<file path="src/hw/rtl/mrm_pkg.sv">
// Shared types, codes and the CRC-16/MODBUS byte step for the RTU master.
// No dependencies.
package mrm_pkg;

  // Input transaction commands
  localparam logic [1:0] CMD_LOAD  = 2'd0;
  localparam logic [1:0] CMD_START = 2'd1;
  localparam logic [1:0] CMD_RX    = 2'd2;
  localparam logic [1:0] CMD_TICK  = 2'd3;

  // Result kinds
  localparam logic [1:0] KIND_TX     = 2'd0;
  localparam logic [1:0] KIND_WORD   = 2'd1;
  localparam logic [1:0] KIND_STATUS = 2'd2;

  // Completion status codes
  localparam logic [2:0] ST_OK      = 3'd0;
  localparam logic [2:0] ST_WRONG   = 3'd1;
  localparam logic [2:0] ST_EXCEPT  = 3'd2;
  localparam logic [2:0] ST_TIMEOUT = 3'd3;
  localparam logic [2:0] ST_BAD_CRC = 3'd4;

  // Configuration register indexes
  localparam logic REG_SLAVE_ADDR = 1'b0;
  localparam logic REG_TIMEOUT    = 1'b1;

  // Function codes
  localparam logic [7:0] FC_READ_COILS  = 8'd1;
  localparam logic [7:0] FC_READ_DISC   = 8'd2;
  localparam logic [7:0] FC_READ_HOLD   = 8'd3;
  localparam logic [7:0] FC_READ_INPUT  = 8'd4;
  localparam logic [7:0] FC_WRITE_COIL  = 8'd5;
  localparam logic [7:0] FC_WRITE_REG   = 8'd6;
  localparam logic [7:0] FC_WRITE_COILS = 8'd15;
  localparam logic [7:0] FC_WRITE_REGS  = 8'd16;
  localparam logic [7:0] FC_MASK_WRITE  = 8'd22;
  localparam logic [7:0] FC_READ_WRITE  = 8'd23;

  localparam logic [7:0]  FC_MASK     = 8'h7F;
  localparam logic [15:0] COIL_ON     = 16'hFF00;
  localparam logic [15:0] CRC_INIT    = 16'hFFFF;
  localparam logic [15:0] CRC_POLY    = 16'hA001;
  localparam int          STORE_DEPTH = 16;

  typedef enum logic [2:0] {
    S_IDLE, S_TX, S_EVAL, S_WORDS, S_STATUS
  } ctl_state_t;

  typedef enum logic [3:0] {
    PH_ADDR, PH_FC, PH_RA_H, PH_RA_L, PH_RQ_H, PH_RQ_L, PH_WA_H, PH_WA_L,
    PH_V_H, PH_V_L, PH_WQ_H, PH_WQ_L, PH_BC, PH_DATA, PH_CRC_L, PH_CRC_H
  } tx_phase_t;

  typedef enum logic [1:0] { EV_NONE, EV_BYTE, EV_TICK } ev_kind_t;

  // Controller to datapath
  typedef struct packed {
    logic do_load;
    logic do_start;
    logic do_rx;
    logic do_tick;
    logic emit_tx;
    logic emit_word;
    logic emit_status;
  } ctl_cmd_t;

  // Datapath to controller
  typedef struct packed {
    logic out_free;
    logic tx_last;
    logic ev_fire;
    logic ev_words;
    logic word_last;
  } dp_stat_t;

  function automatic logic is_read_fc(logic [7:0] fc);
    return fc inside {FC_READ_COILS, FC_READ_DISC, FC_READ_HOLD, FC_READ_INPUT,
                      FC_READ_WRITE};
  endfunction

  function automatic logic is_write_fc(logic [7:0] fc);
    return fc inside {FC_WRITE_COIL, FC_WRITE_REG, FC_WRITE_COILS, FC_WRITE_REGS,
                      FC_MASK_WRITE, FC_READ_WRITE};
  endfunction

  // One byte of CRC-16/MODBUS, LSB first
  function automatic logic [15:0] crc16_feed(logic [15:0] crc, logic [7:0] b);
    logic [15:0] c;
    c = crc ^ {8'h00, b};
    for (int i = 0; i < 8; i++) begin
      c = c[0] ? ((c >> 1) ^ CRC_POLY) : (c >> 1);
    end
    return c;
  endfunction

endpackage

</file>
<file path="src/hw/rtl/mrm_datapath.sv">
// Datapath of the RTU master: word stores, frame byte sequencer, receive
// parser, timeout counter and output register. Depends on mrm_pkg.
module mrm_datapath
  import mrm_pkg::*;
#(
  parameter int MAX_BUFFER_WORDS = 16
) (
  input  logic        clk,
  input  logic        rst_n,
  input  ctl_cmd_t    cmd,
  output dp_stat_t    stat,
  input  logic        cfg_we,
  input  logic        cfg_index,
  input  logic [15:0] cfg_wdata,
  input  logic [3:0]  in_word_index,
  input  logic [15:0] in_word_value,
  input  logic [7:0]  in_function_code,
  input  logic [15:0] in_read_address,
  input  logic [15:0] in_read_quantity,
  input  logic [15:0] in_write_address,
  input  logic [15:0] in_write_quantity,
  input  logic [7:0]  in_rx_byte,
  output logic        out_valid,
  input  logic        out_stall,
  output logic [1:0]  out_kind,
  output logic [7:0]  out_tx_byte,
  output logic [3:0]  out_word_index_res,
  output logic [15:0] out_word_value_res,
  output logic [2:0]  out_status,
  output logic [7:0]  out_exception_code,
  output logic        out_last
);

  localparam int WORD_CAP = (MAX_BUFFER_WORDS < STORE_DEPTH) ? MAX_BUFFER_WORDS
                                                             : STORE_DEPTH;
  localparam logic [13:0] COIL_CAP = 14'(2 * WORD_CAP);
  localparam logic [15:0] REG_CAP  = 16'(WORD_CAP);
  localparam logic [7:0]  CAP8     = 8'(WORD_CAP);
  localparam logic [8:0]  CAP9     = 9'(WORD_CAP);

  // Configuration
  logic [7:0]  slave_addr_r;
  logic [15:0] timeout_r;

  // Stores
  logic [15:0] tx_words_r [STORE_DEPTH];
  logic [7:0]  rx_hi_r    [STORE_DEPTH];
  logic [7:0]  rx_lo_r    [STORE_DEPTH];

  // Request frame
  tx_phase_t   phase_r, phase_nxt;
  logic [7:0]  fc_r;
  logic [15:0] ra_r, rq_r, wa_r, wq_r;
  logic        coil_on_r, coil_r;
  logic [5:0]  nb_r, idx_r;
  logic [15:0] crc_tx_r;
  logic [7:0]  tx_byte;

  // Response state
  logic        busy_r;
  logic [7:0]  pend_fc_r, resp_fc_r, rx_count_r, bytes_left_r, byte_count_r;
  logic [15:0] crc_rx_r;
  logic [7:0]  dly0_r, dly1_r;
  logic [15:0] elapsed_r;
  logic        pos4_r, to_flag_r;
  ev_kind_t    ev_r;
  logic [4:0]  wc_r;

  // Evaluation
  logic [2:0]  ev_status;
  logic [7:0]  ev_exc;
  logic [4:0]  nw;

  // Output register
  logic        out_valid_r;
  logic        out_free;

  assign out_free = !out_valid_r || !out_stall;

  // Frame byte select and next phase
  always_comb begin
    logic [15:0] w;
    logic        lane_hi;
    w       = tx_words_r[idx_r[4:1]];
    lane_hi = coil_r ? idx_r[0] : !idx_r[0];
    tx_byte   = 8'h00;
    phase_nxt = phase_r;
    unique case (phase_r)
      PH_ADDR: begin
        tx_byte   = slave_addr_r;
        phase_nxt = PH_FC;
      end
      PH_FC: begin
        tx_byte   = fc_r;
        phase_nxt = is_read_fc(fc_r) ? PH_RA_H : (is_write_fc(fc_r) ? PH_WA_H : PH_CRC_L);
      end
      PH_RA_H: begin tx_byte = ra_r[15:8]; phase_nxt = PH_RA_L; end
      PH_RA_L: begin tx_byte = ra_r[7:0];  phase_nxt = PH_RQ_H; end
      PH_RQ_H: begin tx_byte = rq_r[15:8]; phase_nxt = PH_RQ_L; end
      PH_RQ_L: begin
        tx_byte   = rq_r[7:0];
        phase_nxt = is_write_fc(fc_r) ? PH_WA_H : PH_CRC_L;
      end
      PH_WA_H: begin tx_byte = wa_r[15:8]; phase_nxt = PH_WA_L; end
      PH_WA_L: begin
        tx_byte = wa_r[7:0];
        if (fc_r == FC_WRITE_COIL) begin
          phase_nxt = PH_V_H;
        end else if (fc_r == FC_WRITE_REG || fc_r == FC_MASK_WRITE) begin
          phase_nxt = PH_DATA;
        end else begin
          phase_nxt = PH_WQ_H;
        end
      end
      PH_V_H: begin
        tx_byte   = coil_on_r ? COIL_ON[15:8] : 8'h00;
        phase_nxt = PH_V_L;
      end
      PH_V_L: begin
        tx_byte   = coil_on_r ? COIL_ON[7:0] : 8'h00;
        phase_nxt = PH_CRC_L;
      end
      PH_WQ_H: begin tx_byte = wq_r[15:8]; phase_nxt = PH_WQ_L; end
      PH_WQ_L: begin tx_byte = wq_r[7:0];  phase_nxt = PH_BC; end
      PH_BC: begin
        tx_byte   = {2'b00, nb_r};
        phase_nxt = (nb_r == 6'd0) ? PH_CRC_L : PH_DATA;
      end
      PH_DATA: begin
        tx_byte   = lane_hi ? w[15:8] : w[7:0];
        phase_nxt = (idx_r == nb_r - 6'd1) ? PH_CRC_L : PH_DATA;
      end
      PH_CRC_L: begin tx_byte = crc_tx_r[7:0];  phase_nxt = PH_CRC_H; end
      PH_CRC_H: begin tx_byte = crc_tx_r[15:8]; phase_nxt = PH_ADDR; end
      default: begin tx_byte = 8'h00; phase_nxt = PH_ADDR; end
    endcase
  end

  // Evaluate the last received byte or tick
  always_comb begin
    logic [8:0] half;
    ev_status = ST_OK;
    ev_exc    = 8'h00;
    stat.ev_fire = 1'b0;
    half = (pend_fc_r == FC_READ_COILS || pend_fc_r == FC_READ_DISC)
         ? ({1'b0, byte_count_r} + 9'd1) >> 1
         : (pend_fc_r == FC_READ_HOLD || pend_fc_r == FC_READ_INPUT ||
            pend_fc_r == FC_READ_WRITE) ? {2'b00, byte_count_r[7:1]} : 9'd0;
    nw = (half > CAP9) ? 5'(WORD_CAP) : half[4:0];
    case (ev_r)
      EV_TICK: begin
        stat.ev_fire = to_flag_r;
        ev_status    = ST_TIMEOUT;
      end
      EV_BYTE: begin
        if (pos4_r && ((resp_fc_r & FC_MASK) != pend_fc_r)) begin
          stat.ev_fire = 1'b1;
          ev_status    = ST_WRONG;
        end else if (pos4_r && resp_fc_r[7]) begin
          stat.ev_fire = 1'b1;
          ev_status    = ST_EXCEPT;
          ev_exc       = byte_count_r;
        end else if (bytes_left_r == 8'd0) begin
          stat.ev_fire = 1'b1;
          ev_status = (crc_rx_r[7:0] != dly0_r || crc_rx_r[15:8] != dly1_r)
                    ? ST_BAD_CRC : ST_OK;
        end
      end
      default: stat.ev_fire = 1'b0;
    endcase
    stat.ev_words  = (ev_status == ST_OK) && (nw != 5'd0);
    stat.word_last = (wc_r == nw - 5'd1);
    stat.tx_last   = (phase_r == PH_CRC_H);
    stat.out_free  = out_free;
  end

  // Configuration writes
  always_ff @(posedge clk) begin
    if (!rst_n) begin
      slave_addr_r <= 8'd1;
      timeout_r    <= 16'd2000;
    end else if (cfg_we) begin
      case (cfg_index)
        REG_SLAVE_ADDR: slave_addr_r <= cfg_wdata[7:0];
        REG_TIMEOUT:    timeout_r    <= cfg_wdata;
        default: ;
      endcase
    end
  end

  // Transmit word store
  always_ff @(posedge clk) begin
    if (!rst_n) begin
      for (int i = 0; i < STORE_DEPTH; i++) tx_words_r[i] <= 16'h0000;
    end else if (cmd.do_load && (int'(in_word_index) < MAX_BUFFER_WORDS)) begin
      tx_words_r[in_word_index] <= in_word_value;
    end
  end

  // Latch a request and step the frame sequencer
  always_ff @(posedge clk) begin
    if (!rst_n) begin
      phase_r  <= PH_ADDR;
      idx_r    <= 6'd0;
      crc_tx_r <= CRC_INIT;
    end else if (cmd.do_start) begin
      phase_r  <= PH_ADDR;
      idx_r    <= 6'd0;
      crc_tx_r <= CRC_INIT;
    end else if (cmd.emit_tx) begin
      phase_r <= phase_nxt;
      if (phase_r == PH_DATA) idx_r <= idx_r + 6'd1;
      if (phase_r != PH_CRC_L && phase_r != PH_CRC_H) begin
        crc_tx_r <= crc16_feed(crc_tx_r, tx_byte);
      end
    end
  end

  always_ff @(posedge clk) begin
    logic [13:0] coil_n;
    logic [15:0] reg_n;
    coil_n = 14'(({1'b0, in_write_quantity} + 17'd7) >> 3);
    reg_n  = (in_write_quantity < REG_CAP) ? in_write_quantity : REG_CAP;
    if (cmd.do_start) begin
      fc_r      <= in_function_code;
      ra_r      <= in_read_address;
      rq_r      <= in_read_quantity;
      wa_r      <= in_write_address;
      wq_r      <= in_write_quantity;
      coil_on_r <= (in_write_quantity != 16'd0);
      coil_r    <= (in_function_code == FC_WRITE_COILS);
      case (in_function_code)
        FC_WRITE_REG:   nb_r <= 6'd2;
        FC_MASK_WRITE:  nb_r <= 6'd4;
        FC_WRITE_COILS: nb_r <= (coil_n > COIL_CAP) ? COIL_CAP[5:0] : coil_n[5:0];
        FC_WRITE_REGS, FC_READ_WRITE: nb_r <= {reg_n[4:0], 1'b0};
        default:        nb_r <= 6'd0;
      endcase
    end
  end

  // Receive parser, timeout counter and transaction state
  always_ff @(posedge clk) begin
    logic [7:0]  pos, j, bl_dec;
    logic [16:0] n;
    logic        take, hi;
    pos    = rx_count_r;
    j      = pos - 8'd3;
    bl_dec = (bytes_left_r != 8'd0) ? bytes_left_r - 8'd1 : 8'd0;
    n      = {1'b0, elapsed_r} + 17'd1;
    take   = busy_r && !(rx_count_r == 8'd0 && in_rx_byte != slave_addr_r);
    hi     = (pend_fc_r == FC_READ_COILS || pend_fc_r == FC_READ_DISC) ? j[0] : !j[0];
    if (!rst_n) begin
      busy_r       <= 1'b0;
      pend_fc_r    <= 8'd0;
      resp_fc_r    <= 8'd0;
      rx_count_r   <= 8'd0;
      bytes_left_r <= 8'd8;
      byte_count_r <= 8'd0;
      crc_rx_r     <= CRC_INIT;
      dly0_r       <= 8'd0;
      dly1_r       <= 8'd0;
      elapsed_r    <= 16'd0;
      pos4_r       <= 1'b0;
      to_flag_r    <= 1'b0;
      ev_r         <= EV_NONE;
      wc_r         <= 5'd0;
    end else if (cmd.do_start) begin
      busy_r       <= 1'b1;
      pend_fc_r    <= in_function_code;
      resp_fc_r    <= 8'd0;
      rx_count_r   <= 8'd0;
      bytes_left_r <= 8'd8;
      byte_count_r <= 8'd0;
      crc_rx_r     <= CRC_INIT;
      dly0_r       <= 8'd0;
      dly1_r       <= 8'd0;
      elapsed_r    <= 16'd0;
    end else if (cmd.do_rx) begin
      wc_r <= 5'd0;
      ev_r <= take ? EV_BYTE : EV_NONE;
      pos4_r <= (pos == 8'd4);
      if (take) begin
        if (rx_count_r != 8'hFF) rx_count_r <= rx_count_r + 8'd1;
        if (pos >= 8'd2) crc_rx_r <= crc16_feed(crc_rx_r, dly0_r);
        dly0_r <= dly1_r;
        dly1_r <= in_rx_byte;
        if (pos == 8'd1) resp_fc_r <= in_rx_byte;
        if (pos == 8'd2) byte_count_r <= in_rx_byte;
        if (pos >= 8'd3 && j < byte_count_r && {1'b0, j[7:1]} < CAP8) begin
          if (!j[0]) begin
            rx_hi_r[j[4:1]] <= hi ? in_rx_byte : 8'h00;
            rx_lo_r[j[4:1]] <= hi ? 8'h00 : in_rx_byte;
          end else if (hi) begin
            rx_hi_r[j[4:1]] <= in_rx_byte;
          end else begin
            rx_lo_r[j[4:1]] <= in_rx_byte;
          end
        end
        bytes_left_r <= bl_dec;
        if (pos == 8'd4) begin
          if (is_read_fc(pend_fc_r)) begin
            bytes_left_r <= byte_count_r;
          end else if (pend_fc_r == FC_WRITE_COIL || pend_fc_r == FC_WRITE_REG ||
                       pend_fc_r == FC_WRITE_COILS || pend_fc_r == FC_WRITE_REGS) begin
            bytes_left_r <= 8'd3;
          end else if (pend_fc_r == FC_MASK_WRITE) begin
            bytes_left_r <= 8'd5;
          end
        end
      end
    end else if (cmd.do_tick) begin
      ev_r      <= busy_r ? EV_TICK : EV_NONE;
      to_flag_r <= (n > {1'b0, timeout_r});
      if (busy_r) elapsed_r <= n[16] ? 16'hFFFF : n[15:0];
    end else if (cmd.emit_word) begin
      wc_r <= wc_r + 5'd1;
    end else if (cmd.emit_status) begin
      busy_r <= 1'b0;
    end
  end

  // Output register
  always_ff @(posedge clk) begin
    if (!rst_n) begin
      out_valid_r <= 1'b0;
    end else if (cmd.emit_tx || cmd.emit_word || cmd.emit_status) begin
      out_valid_r <= 1'b1;
    end else if (!out_stall) begin
      out_valid_r <= 1'b0;
    end
  end

  always_ff @(posedge clk) begin
    if (cmd.emit_tx || cmd.emit_word || cmd.emit_status) begin
      out_tx_byte        <= 8'h00;
      out_word_index_res <= 4'd0;
      out_word_value_res <= 16'h0000;
      out_status         <= ST_OK;
      out_exception_code <= 8'h00;
      if (cmd.emit_tx) begin
        out_kind    <= KIND_TX;
        out_tx_byte <= tx_byte;
        out_last    <= (phase_r == PH_CRC_H);
      end else if (cmd.emit_word) begin
        out_kind           <= KIND_WORD;
        out_word_index_res <= wc_r[3:0];
        out_word_value_res <= {rx_hi_r[wc_r[3:0]], rx_lo_r[wc_r[3:0]]};
        out_last           <= 1'b0;
      end else begin
        out_kind           <= KIND_STATUS;
        out_status         <= ev_status;
        out_exception_code <= ev_exc;
        out_last           <= 1'b1;
      end
    end
  end

  assign out_valid = out_valid_r;

endmodule

</file>
<file path="src/hw/rtl/mrm_controller.sv">
// Controller state machine of the RTU master: accepts transactions and
// sequences frame, word and status emission. Depends on mrm_pkg.
module mrm_controller
  import mrm_pkg::*;
(
  input  logic       clk,
  input  logic       rst_n,
  input  logic       in_valid,
  output logic       in_stall,
  input  logic [1:0] in_cmd,
  input  dp_stat_t   stat,
  output ctl_cmd_t   cmd
);

  ctl_state_t state_r, state_nxt;

  // Hold the state
  always_ff @(posedge clk) begin
    if (!rst_n) begin
      state_r <= S_IDLE;
    end else begin
      state_r <= state_nxt;
    end
  end

  // Next state and commands
  always_comb begin
    state_nxt = state_r;
    cmd       = '0;
    in_stall  = (state_r != S_IDLE);
    unique case (state_r)
      S_IDLE: begin
        if (in_valid) begin
          unique case (in_cmd)
            CMD_LOAD:  cmd.do_load = 1'b1;
            CMD_START: begin
              cmd.do_start = 1'b1;
              state_nxt    = S_TX;
            end
            CMD_RX: begin
              cmd.do_rx = 1'b1;
              state_nxt = S_EVAL;
            end
            CMD_TICK: begin
              cmd.do_tick = 1'b1;
              state_nxt   = S_EVAL;
            end
            default: ;
          endcase
        end
      end
      S_TX: begin
        if (stat.out_free) begin
          cmd.emit_tx = 1'b1;
          if (stat.tx_last) state_nxt = S_IDLE;
        end
      end
      S_EVAL: begin
        if (!stat.ev_fire) begin
          state_nxt = S_IDLE;
        end else if (stat.ev_words) begin
          state_nxt = S_WORDS;
        end else begin
          state_nxt = S_STATUS;
        end
      end
      S_WORDS: begin
        if (stat.out_free) begin
          cmd.emit_word = 1'b1;
          if (stat.word_last) state_nxt = S_STATUS;
        end
      end
      S_STATUS: begin
        if (stat.out_free) begin
          cmd.emit_status = 1'b1;
          state_nxt       = S_IDLE;
        end
      end
      default: state_nxt = S_IDLE;
    endcase
  end

endmodule

</file>
<file path="src/hw/rtl/modbus_rtu_master_transaction.sv">
// Modbus RTU master transaction engine, top level.
// Instantiates mrm_controller and mrm_datapath; depends on mrm_pkg.
//
// A load-word transaction writes a transmit store word. A start
// transaction latches the request and then emits the request frame
// (4 to 45 bytes) through the output register, one byte per cycle while
// the output is not stalled. A received byte or a tick is accepted, then
// evaluated, and then emits the results it causes: up to MAX_BUFFER_WORDS
// (at most 16) response words and one status. Received bytes feed the CRC
// one at a time, and a new byte is taken only when the controller is idle.
module modbus_rtu_master_transaction
  import mrm_pkg::*;
#(
  parameter int MAX_BUFFER_WORDS = 16
) (
  input  logic        clk,
  input  logic        rst_n,
  input  logic        cfg_we,
  input  logic        cfg_index,
  input  logic [15:0] cfg_wdata,
  input  logic        in_valid,
  output logic        in_stall,
  input  logic [1:0]  in_cmd,
  input  logic [3:0]  in_word_index,
  input  logic [15:0] in_word_value,
  input  logic [7:0]  in_function_code,
  input  logic [15:0] in_read_address,
  input  logic [15:0] in_read_quantity,
  input  logic [15:0] in_write_address,
  input  logic [15:0] in_write_quantity,
  input  logic [7:0]  in_rx_byte,
  output logic        out_valid,
  input  logic        out_stall,
  output logic [1:0]  out_kind,
  output logic [7:0]  out_tx_byte,
  output logic [3:0]  out_word_index_res,
  output logic [15:0] out_word_value_res,
  output logic [2:0]  out_status,
  output logic [7:0]  out_exception_code,
  output logic        out_last
);

  ctl_cmd_t cmd;
  dp_stat_t stat;

  // Sequence transactions
  mrm_controller u_ctl (
    .clk      (clk),
    .rst_n    (rst_n),
    .in_valid (in_valid),
    .in_stall (in_stall),
    .in_cmd   (in_cmd),
    .stat     (stat),
    .cmd      (cmd)
  );

  // Hold stores, build frames, parse responses
  mrm_datapath #(
    .MAX_BUFFER_WORDS (MAX_BUFFER_WORDS)
  ) u_dp (
    .clk                (clk),
    .rst_n              (rst_n),
    .cmd                (cmd),
    .stat               (stat),
    .cfg_we             (cfg_we),
    .cfg_index          (cfg_index),
    .cfg_wdata          (cfg_wdata),
    .in_word_index      (in_word_index),
    .in_word_value      (in_word_value),
    .in_function_code   (in_function_code),
    .in_read_address    (in_read_address),
    .in_read_quantity   (in_read_quantity),
    .in_write_address   (in_write_address),
    .in_write_quantity  (in_write_quantity),
    .in_rx_byte         (in_rx_byte),
    .out_valid          (out_valid),
    .out_stall          (out_stall),
    .out_kind           (out_kind),
    .out_tx_byte        (out_tx_byte),
    .out_word_index_res (out_word_index_res),
    .out_word_value_res (out_word_value_res),
    .out_status         (out_status),
    .out_exception_code (out_exception_code),
    .out_last           (out_last)
  );

endmodule

</file>
<file path="config.mk">
export PLATFORM = sky130hd
export DESIGN_NAME = modbus_rtu_master_transaction
export DESIGN_NICKNAME = d
export VERILOG_FILES = /design/src/hw/rtl/mrm_pkg.sv /design/src/hw/rtl/mrm_datapath.sv /design/src/hw/rtl/mrm_controller.sv /design/src/hw/rtl/modbus_rtu_master_transaction.sv
export SDC_FILE = /design/constraint.sdc
export NUM_CORES = 1
export LEC_CHECK = 0
export BUFFER_PORTS_ARGS = -buffer_cell sky130_fd_sc_hd__buf_2
export CAP_MARGIN = 10
export CORE_AREA = 10 10 256 258
export CTS_CLUSTER_DIAMETER = 40
export DETAILED_ROUTE_END_ITERATION = 6
export DIE_AREA = 0 0 266 268
export GPL_TIMING_DRIVEN = 0
export PLACE_DENSITY_LB_ADDON = 0.12
export SYNTH_ARGS = -nofsm -noshare
export SYNTH_HDL_FRONTEND = slang
export SYNTH_SLANG_ARGS = --single-unit
</file>
<file path="constraint.sdc">
create_clock -name clk -period 10 [get_ports clk]
set_input_delay 0 -clock clk [delete_from_list [all_inputs] [get_ports clk]]
set_output_delay 0 -clock clk [all_outputs]
set_load 0.01 [all_outputs]
</file>
==> reports/results.ini, run 1 <==
[timing]
slew_violations=0
setup_repair_after_global_routing_missed_its_margin=false
relSlewSlack_pct=20.75
clock_tree_skew_after_final_layout_ns=0.02869
timing.final.crit_period_ns=4.875
worstMarginPinSlew_ns=1.189
finalCritPeriodShare_pct=48.75
report.final.hold_viol_count=0
max_freq_mhz=205.1
timing.final.setup_violations=0
tns_ns=0

[worst_setup_path]
critical_path_arrival_ns=5.13
reg2reg_to=u_dp.rx_lo_r[11][2]
crit_type=register to register
crit-reg2reg-launch=u_dp.rx_count_r[0]
critical_path.startpoint=u_dp.rx_count_r[0]
worstSetupEndpoint=u_dp.rx_lo_r[11][2]
critPathRequiredTime_ns=10.26
critical_path_cell_count=15
r2r_cells=15
crit_path_max_fanout=8
crit_family=simple AND/OR/NAND/NOR gates
endpoint_kind=register
path_common_cell=sky130_fd_sc_hd__o21a_1
critical_path_buf_inv_count=2
crit_path_cell_trace=clkbuf_1 > inv_1 > ha_1 > ha_1 > a21boi_0 > o21a_1 > o21a_1 > o21a_1 > o21a_1 > o21a_1 > o21ai_0 > nand4_1 > nor2_1 > nand3_1 > nor2_1
crit_slowest_cell=sky130_fd_sc_hd__nor2_1
critical_path_max_stage_delay_ns=0.80
r2r_setup_slack_ns=5.13
worstSetupStartpointType=register

[floorplan]
fp.dieW_um=266
area_of_the_core_region_um2=60130
die_area_um2=71290
io_pins=168
floorplan.rows=90
initial_standard_cell_utilization_of_the_core_pct=59.45
chipHeight_um=268

[grt]
global_route.usage.total_pct=27.85
gr-usage-met1_pct=36.87
vias_in_the_first_global_route=24110
globalRouteMet2Util_pct=45.72
grt_use_met3_pct=5.055
grt_antenna_before_repair=8
globalRoute.busiestLayer=met2
gr-total-overflow=0
grt_max_degree=90
grt_pass1_wl_um=149200

[cells_and_area]
ratio_of_cells_with_drive_above_1_in_the_final_layout_pct=18.70
layout_overhead_on_the_synthesized_area_pct=19.25
layout.filler_cells=4036
finalNonFillerCells=3897
design.final.nets=3192
most_frequent_cells_in_the_layout=sky130_fd_sc_hd__edfxtp_1 (634), sky130_fd_sc_hd__and2_1 (285), sky130_fd_sc_hd__buf_2 (186)
layout.cells.most_common=sky130_fd_sc_hd__edfxtp_1

[clocking]
clk_transition_reported_paths_ns=0.06
insertion_delay_ns=0.66
tritoncts.num_buffers=101
number_of_levels_the_h_tree_was_split_into=3
cts_max_path_buffers=3
clock_tree_from_tritoncts=built
clkSinkCount=790
root_buffer=sky130_fd_sc_hd__clkbuf_16

[power_and_ir_drop]
power.density_cell_area_nw_per_um2=208.8
leakage_power_figure_uw=0.01520
ir_drop_uv=237.1

[detailed_routing]
initialDrtViolationCount=2757
wl_per_cell_um=25.35
drtAntennaViolNets=0
vias_per_cell=6.109
drt_wirelength_um=98800
drc_errors=0
detailroute.via_count=23810
firstDrtPassIters=7

[job]
maxcap_violations=0

[logic_synthesis]
synth_sequential_area_ratio_pct=62.00
number_of_enable_flip_flop_cells_after_synthesis=634
synthCells=2608
syn-num-nets=2774
ys.warnings.count=0
yosysUniqueCellTypes=88
total_standard_cell_area_after_synthesis_um2=35750
synth_seq_cells=790
synthFlopType=sky130_fd_sc_hd__edfxtp_1
synth_async_sr_flop_share_pct=0
syn_avg_cell_area_um2=13.71

[run_status]
outcome=finished clean

[place]
io_buffer_count=166
cells_after_dpl=3569
place.detailed.hpwl_um=68750
gpl.final_weighted_congestion=0.9541

[hold_path]
hold_path.class=input port to register
source_of_the_worst_hold_timing_path=in_word_index[3]

## layer usage
metal / share of wire [%] / vias to the layer above / routed length [um]
met5: 0.0071 / - / 7
met4: 3.2 / 2 / 3208
met3: 8.5 / 209 / 8368
met2: 49 / 1147 / 48120
met1: 40 / 11830 / 39100
li1: - / 10610 / -
## through the flow
step                area [um^2]  total power (uW)  hold slack [ns]  setup slack (ns)  utilization (%)
finish                    42630              8902          0.02709             5.125            70.89
global route              42630              9179          0.04574             4.850            70.89
CTS                       42580              8903         0.003114             5.207            70.81
detailed placement        37810              5237           0.1781             5.250            62.88
global placement          37560              5203           0.1766             4.827            62.46
floorplan                 35750              4766          0.09887             6.233                -
## flip-flops by register name, summed over array words and instances (netlist names), 16 cells and up, named ones only
signal	flops
u_dp.crc_tx_r	16
u_dp.rx_lo_r	128
u_dp.out_word_value_res	16
u_dp.ra_r	16
u_dp.tx_words_r	256
u_dp.rq_r	16
u_dp.elapsed_r	16
u_dp.timeout_r	16
u_dp.crc_rx_r	16
u_dp.wq_r	16
u_dp.wa_r	16
u_dp.rx_hi_r	128
## synth_stat cells (all sizes together), types with 5 or more instances
| library cell | number | share of area [%] |
|---|---|---|
| nand3 | 52 | 0.74 |
| nor3b | 8 | 0.17 |
| a21oi | 58 | 0.81 |
| a311oi | 10 | 0.26 |
| a211oi | 7 | 0.15 |
| o211ai | 24 | 0.50 |
| nor4 | 22 | 0.39 |
| ha | 42 | 1.5 |
| nand2b | 28 | 0.49 |
| nand4 | 20 | 0.35 |
| nand2 | 186 | 2.0 |
| o22ai | 13 | 0.25 |
| dfxtp | 156 | 8.7 |
| mux2i | 71 | 2.0 |
| nor2 | 171 | 1.8 |
| xnor2 | 60 | 1.5 |
| a22oi | 10 | 0.21 |
| inv | 52 | 0.55 |
| and3 | 22 | 0.39 |
| mux2 | 9 | 0.28 |
| edfxtp | 634 | 53 |
| and2 | 288 | 5.0 |
| o21ai | 68 | 0.95 |
| nor3 | 41 | 0.59 |
| clkbuf | 105 | 1.1 |
| and4 | 5 | 0.12 |
| mux4 | 153 | 9.6 |
| a21o | 7 | 0.15 |
| a31oi | 10 | 0.19 |
| a32oi | 6 | 0.15 |
| a21boi | 32 | 0.67 |
| o21a | 10 | 0.21 |
| nand3b | 8 | 0.17 |
| nor2b | 33 | 0.58 |
| or3 | 10 | 0.18 |
| buf | 43 | 0.69 |
| or2 | 7 | 0.12 |
| xor2 | 60 | 1.5 |
## area by class of cell
cell class	count	area [um^2]	share of cell area, %
Sequential cell	790	22160	51.99
Multi-Input combinational cell	1617	12790	30.01
Clock buffer	123	2803	6.575
Timing Repair Buffer	315	2387	5.600
Tap cell	782	978.4	2.295
Clock inverter	67	656.9	1.541
Buffer	148	639.4	1.500
Inverter	53	203.9	0.4784
Antenna cell	2	5.005	0.01174
## cell families after synthesis
group	Yosys count	share of synthesized area (%)
compound gates	304	5.730
xor+xnor	121	3.070
fa+ha+maj	42	1.470
buf+inv	201	2.345
flops	790	62.00
mux	233	11.91
simple gates	917	13.48
## worst min path at each step
stage | to | depth (start not counted)
after floorplan | u_dp.fc_r[0] | 0
after global placement | u_dp.rq_r[11] | 1
after detailed placement | u_dp.wa_r[7] | 1
after CTS | u_dp.tx_words_r[12][2] | 3
after global routing | u_dp.tx_words_r[4][2] | 3
final | u_dp.tx_words_r[13][15] | 3
## timing repair
item	CTS	global route
buffers inserted	0	0
endpoints found under the hold margin	247	0
resized for setup	0	0
setup endpoints to repair	0	0
hold buffers	131	0
## report_power, final
part	total [uW]	internal (uW)	switching [uW]
logic	1410	549	865
registers	3830	3750	81.0
clock network	3660	2170	1490
## tightest hold or removal path, cell delays in order
cell                      delay [ns]
sky130_fd_sc_hd__buf_2          0.13
sky130_fd_sc_hd__nand2_1        0.22
sky130_fd_sc_hd__o21ai_2        0.15
Note: power is estimated with default switching activity, not from simulation.
==> run 2: changes to the inputs <==
- ABC_AREA: default -> 1
- CORE_AREA: 10 10 256 258 -> 10 10 255 257
- DIE_AREA: 0 0 266 268 -> 0 0 265 267
- clock period: 10 -> 4.9 ns (I/O delays scaled with it)
==> run 2 against run 1 <==
- non-clock buffer count increased by 19
- global-route usage increased by 2.5 points
- worst hold slack improved by 0.021 ns
- count of clock-buffer cells in the layout increased by 7
- highest routed layer is now met4
- setup slack worse by 4.6 ns
==> reports/results.ini, run 2 <==
[hold_path]
hold_path.class=input port to register
hold_path_depth=2  ; -1
hold_end=u_dp.rq_r[2]
source_of_the_worst_hold_timing_path=in_read_quantity[2]

[logic_synthesis]
synthDominantAreaCellType=sky130_fd_sc_hd__edfxtp_1
syn_avg_cell_area_um2=9.728  ; -29%
synth_top_area_share_pct=53.52  ; +0.26 points
synth_seq_cells=790  ; unchanged
total_standard_cell_area_after_synthesis_um2=35570  ; -0.48%
number_of_enable_flip_flop_cells_after_synthesis=634  ; unchanged
synth_sequential_area_ratio_pct=62.30  ; +0.30 points
synth_top_cells_by_count=sky130_fd_sc_hd__nand2_1 (708), sky130_fd_sc_hd__edfxtp_1 (634), sky130_fd_sc_hd__nor2_1 (634)
synthCells=3657  ; +40%
synth_async_sr_flop_share_pct=0  ; unchanged
most_common_cell_in_the_synthesized_netlist=sky130_fd_sc_hd__nand2_1
syn-num-nets=3823  ; +38%
synthFlopType=sky130_fd_sc_hd__edfxtp_1
ys.warnings.count=0  ; unchanged
yosysUniqueCellTypes=54  ; -39%
synthTopCellsByArea=sky130_fd_sc_hd__edfxtp_1 (54%), sky130_fd_sc_hd__dfxtp_1 (8.8%), sky130_fd_sc_hd__nand2_1 (7.5%), sky130_fd_sc_hd__nor2_1 (6.7%), sky130_fd_sc_hd__nand3_1 (4.0%)

[timing]
report.final.hold_viol_count=0  ; unchanged
tns_ns=0  ; unchanged
slew_violations=0  ; unchanged
max_freq_mhz=230.3  ; +12%
timing.final.crit_period_ns=4.342  ; -0.5322 ns
relSlewSlack_pct=16.43  ; -4.3 points
finalCritPeriodShare_pct=88.62  ; +40 points
finalWorstSetupSlack_ns=0.5576  ; -4.568 ns
worstMarginPinSlew_ns=1.249  ; +0.06019 ns
setup_repair_after_global_routing_missed_its_margin=false
timing.final.setup_violations=0  ; unchanged
finalHoldWorstSlack_ns=0.04843  ; +0.02134 ns
clock_tree_skew_after_final_layout_ns=0.02076  ; -0.007928 ns

[power_and_ir_drop]
total_power_uw=18390  ; +110%
leakage_power_figure_uw=0.01675  ; +10%
ir_drop_uv=472.1  ; +99%
power.density_cell_area_nw_per_um2=432.7  ; +110%

[cells_and_area]
most_frequent_cells_in_the_layout=sky130_fd_sc_hd__nand2_1 (707), sky130_fd_sc_hd__nor2_1 (634), sky130_fd_sc_hd__edfxtp_1 (634)
layout_overhead_on_the_synthesized_area_pct=19.46
ratio_of_cells_with_drive_above_1_in_the_final_layout_pct=11.69  ; -7.0 points
layout.cells.most_common=sky130_fd_sc_hd__nand2_1
n_antenna_cell=0  ; -2
design.final.nets=4240  ; +33%
largest_reg_flops=256  ; unchanged
top_register=u_dp.tx_words_r
finalNonFillerCells=4949  ; +27%

[worst_setup_path]
r2r_cells=17  ; +2
endpoint_kind=register
crit_path_max_fanout=10  ; +2
crit_type=register to register
critPathRequiredTime_ns=5.18  ; -5.08 ns
crit-reg2reg-launch=u_dp.rx_count_r[0]
r2r_setup_slack_ns=0.56  ; -4.57 ns
worstSetupStartpointType=register
critical_path_arrival_ns=4.62  ; -0.51 ns
reg2reg_to=u_dp.rx_hi_r[11][6]

[place]
cells_after_dpl=4608  ; +29%
io_buffer_count=167  ; +0.60%
dp_worst_setup_slack_ns=0.7118  ; -4.538 ns
place.detailed.hpwl_um=73630  ; +7.1%
gpl.final_weighted_congestion=0.9381  ; -1.7%

[grt]
vias_in_the_first_global_route=27810  ; +15%
grt_max_degree=73  ; -19%
grt_antenna_before_repair=0  ; -8
gr-total-overflow=0  ; unchanged
grt_pass1_wl_um=163800  ; +9.8%
global_route.usage.total_pct=30.40  ; +2.5 points

[floorplan]
die_area_um2=70760  ; -0.75%
fp.dieW_um=265  ; -0.38%
chipHeight_um=267  ; -0.37%
initial_standard_cell_utilization_of_the_core_pct=59.38  ; -0.065 points
floorplan.rows=90  ; unchanged
io_pins=168  ; unchanged
area_of_the_core_region_um2=59910  ; -0.37%

[clocking]
insertion_delay_ns=0.67  ; about the same
cts_max_path_buffers=3  ; unchanged
clock_tree_from_tritoncts=built
cts_post_setup_buffers_inserted=0  ; unchanged
cts-hold-fix-buffers=132  ; +0.76%
post_cts.resized_instances=0  ; unchanged
clkSinkCount=790  ; unchanged
root_buffer=sky130_fd_sc_hd__clkbuf_16
clk_transition_reported_paths_ns=0.06  ; about the same
tritoncts.num_buffers=108  ; +6.9%
number_of_levels_the_h_tree_was_split_into=3  ; unchanged

[detailed_routing]
vias_per_cell=5.949  ; -2.6%
drtAntennaViolNets=0  ; unchanged
firstDrtPassIters=6  ; -1
drc_errors=0  ; unchanged
detailroute.via_count=29440  ; +24%
drt_wirelength_um=108900  ; +10%
initialDrtViolationCount=3828  ; +39%
wl_per_cell_um=22.01  ; -13%

[run_status]
outcome=finished clean

[job]
maxcap_violations=0  ; unchanged

==> run 2: through the flow <==
stage,utilization (%),instance area [um^2]
global placement,62.41,37390
global route,70.94,42500
floorplan,-,35570
detailed placement,62.50,37440
CTS,70.86,42450
finish,70.94,42500
==> run 2: worst max-delay path: stages (launching register included) <==
cell	delay (ns)
sky130_fd_sc_hd__dfxtp_1	0.36
sky130_fd_sc_hd__clkbuf_1	0.30
sky130_fd_sc_hd__nand2_1	0.12
sky130_fd_sc_hd__nand2_1	0.09
sky130_fd_sc_hd__xor2_1	0.29
sky130_fd_sc_hd__inv_1	0.17
sky130_fd_sc_hd__ha_1	0.32
sky130_fd_sc_hd__a21oi_1	0.13
sky130_fd_sc_hd__o21ai_0	0.09
sky130_fd_sc_hd__a21o_1	0.16
sky130_fd_sc_hd__a21oi_1	0.12
sky130_fd_sc_hd__nor2_1	0.05
sky130_fd_sc_hd__o21ai_0	0.13
sky130_fd_sc_hd__nand2_1	0.08
sky130_fd_sc_hd__inv_1	0.11
sky130_fd_sc_hd__o211ai_1	0.26
sky130_fd_sc_hd__clkbuf_1	0.32
sky130_fd_sc_hd__nor2_1	0.83
==> run 2: kinds of logic after synthesis <==
kind of cell | Yosys count | synth area share [%]
compound gates | 553 | 9.099
flops | 790 | 62.30
xor+xnor | 65 | 1.621
fa+ha+maj | 42 | 1.477
buf+inv | 442 | 4.910
simple gates | 1765 | 20.60
==> run 2: how the worst max path moves through the flow <==
stage / startpoint / end / slack, ns
floorplan: u_ctl.state_r[2] / u_dp.pend_fc_r[3] / 1.01
global placement: u_ctl.state_r[2] / u_dp.pend_fc_r[3] / -0.14
detailed placement: u_dp.rx_count_r[0] / u_dp.rx_hi_r[9][0] / 0.71
CTS: u_dp.rx_count_r[0] / u_dp.rx_hi_r[9][6] / 0.68
global route: u_dp.rx_count_r[0] / u_dp.rx_hi_r[11][6] / 0.22
finish: u_dp.rx_count_r[0] / u_dp.rx_hi_r[11][6] / 0.56
==> run 2: final cells by class <==
| class | instances | area [um^2] |
|---|---|---|
| plain buffers | 175 | 748.2 |
| clock buffers | 130 | 2948 |
| clock inverters | 73 | 738.2 |
| fillers | 4451 | 17410 |
| inverters | 267 | 1002 |
| multi-input cells | 2425 | 11670 |
| flip-flops and latches | 790 | 22160 |
| well taps | 782 | 978.4 |
| repair buffers | 307 | 2253 |
==> run 2: report_power, final <==
group / internal (uW) / switching [uW] / total (uW) / leakage (uW)
clock network: 4750 / 3170 / 7920 / 0.00178
logic: 770 / 1760 / 2530 / 0.00758
registers: 7740 / 192 / 7940 / 0.00738
total: 13300 / 5130 / 18400 / 0.0167
==> run 2: routing by layer <==
metal / vias up / GRT usage [%] / wire [um]
met1: 13850 / 40.51 / 41710
met2: 1900 / 48.52 / 50740
met4: 0 / 11.41 / 3486
met3: 234 / 6.368 / 12970
li1: 13460 / - / -
met5: - / 0 / 0
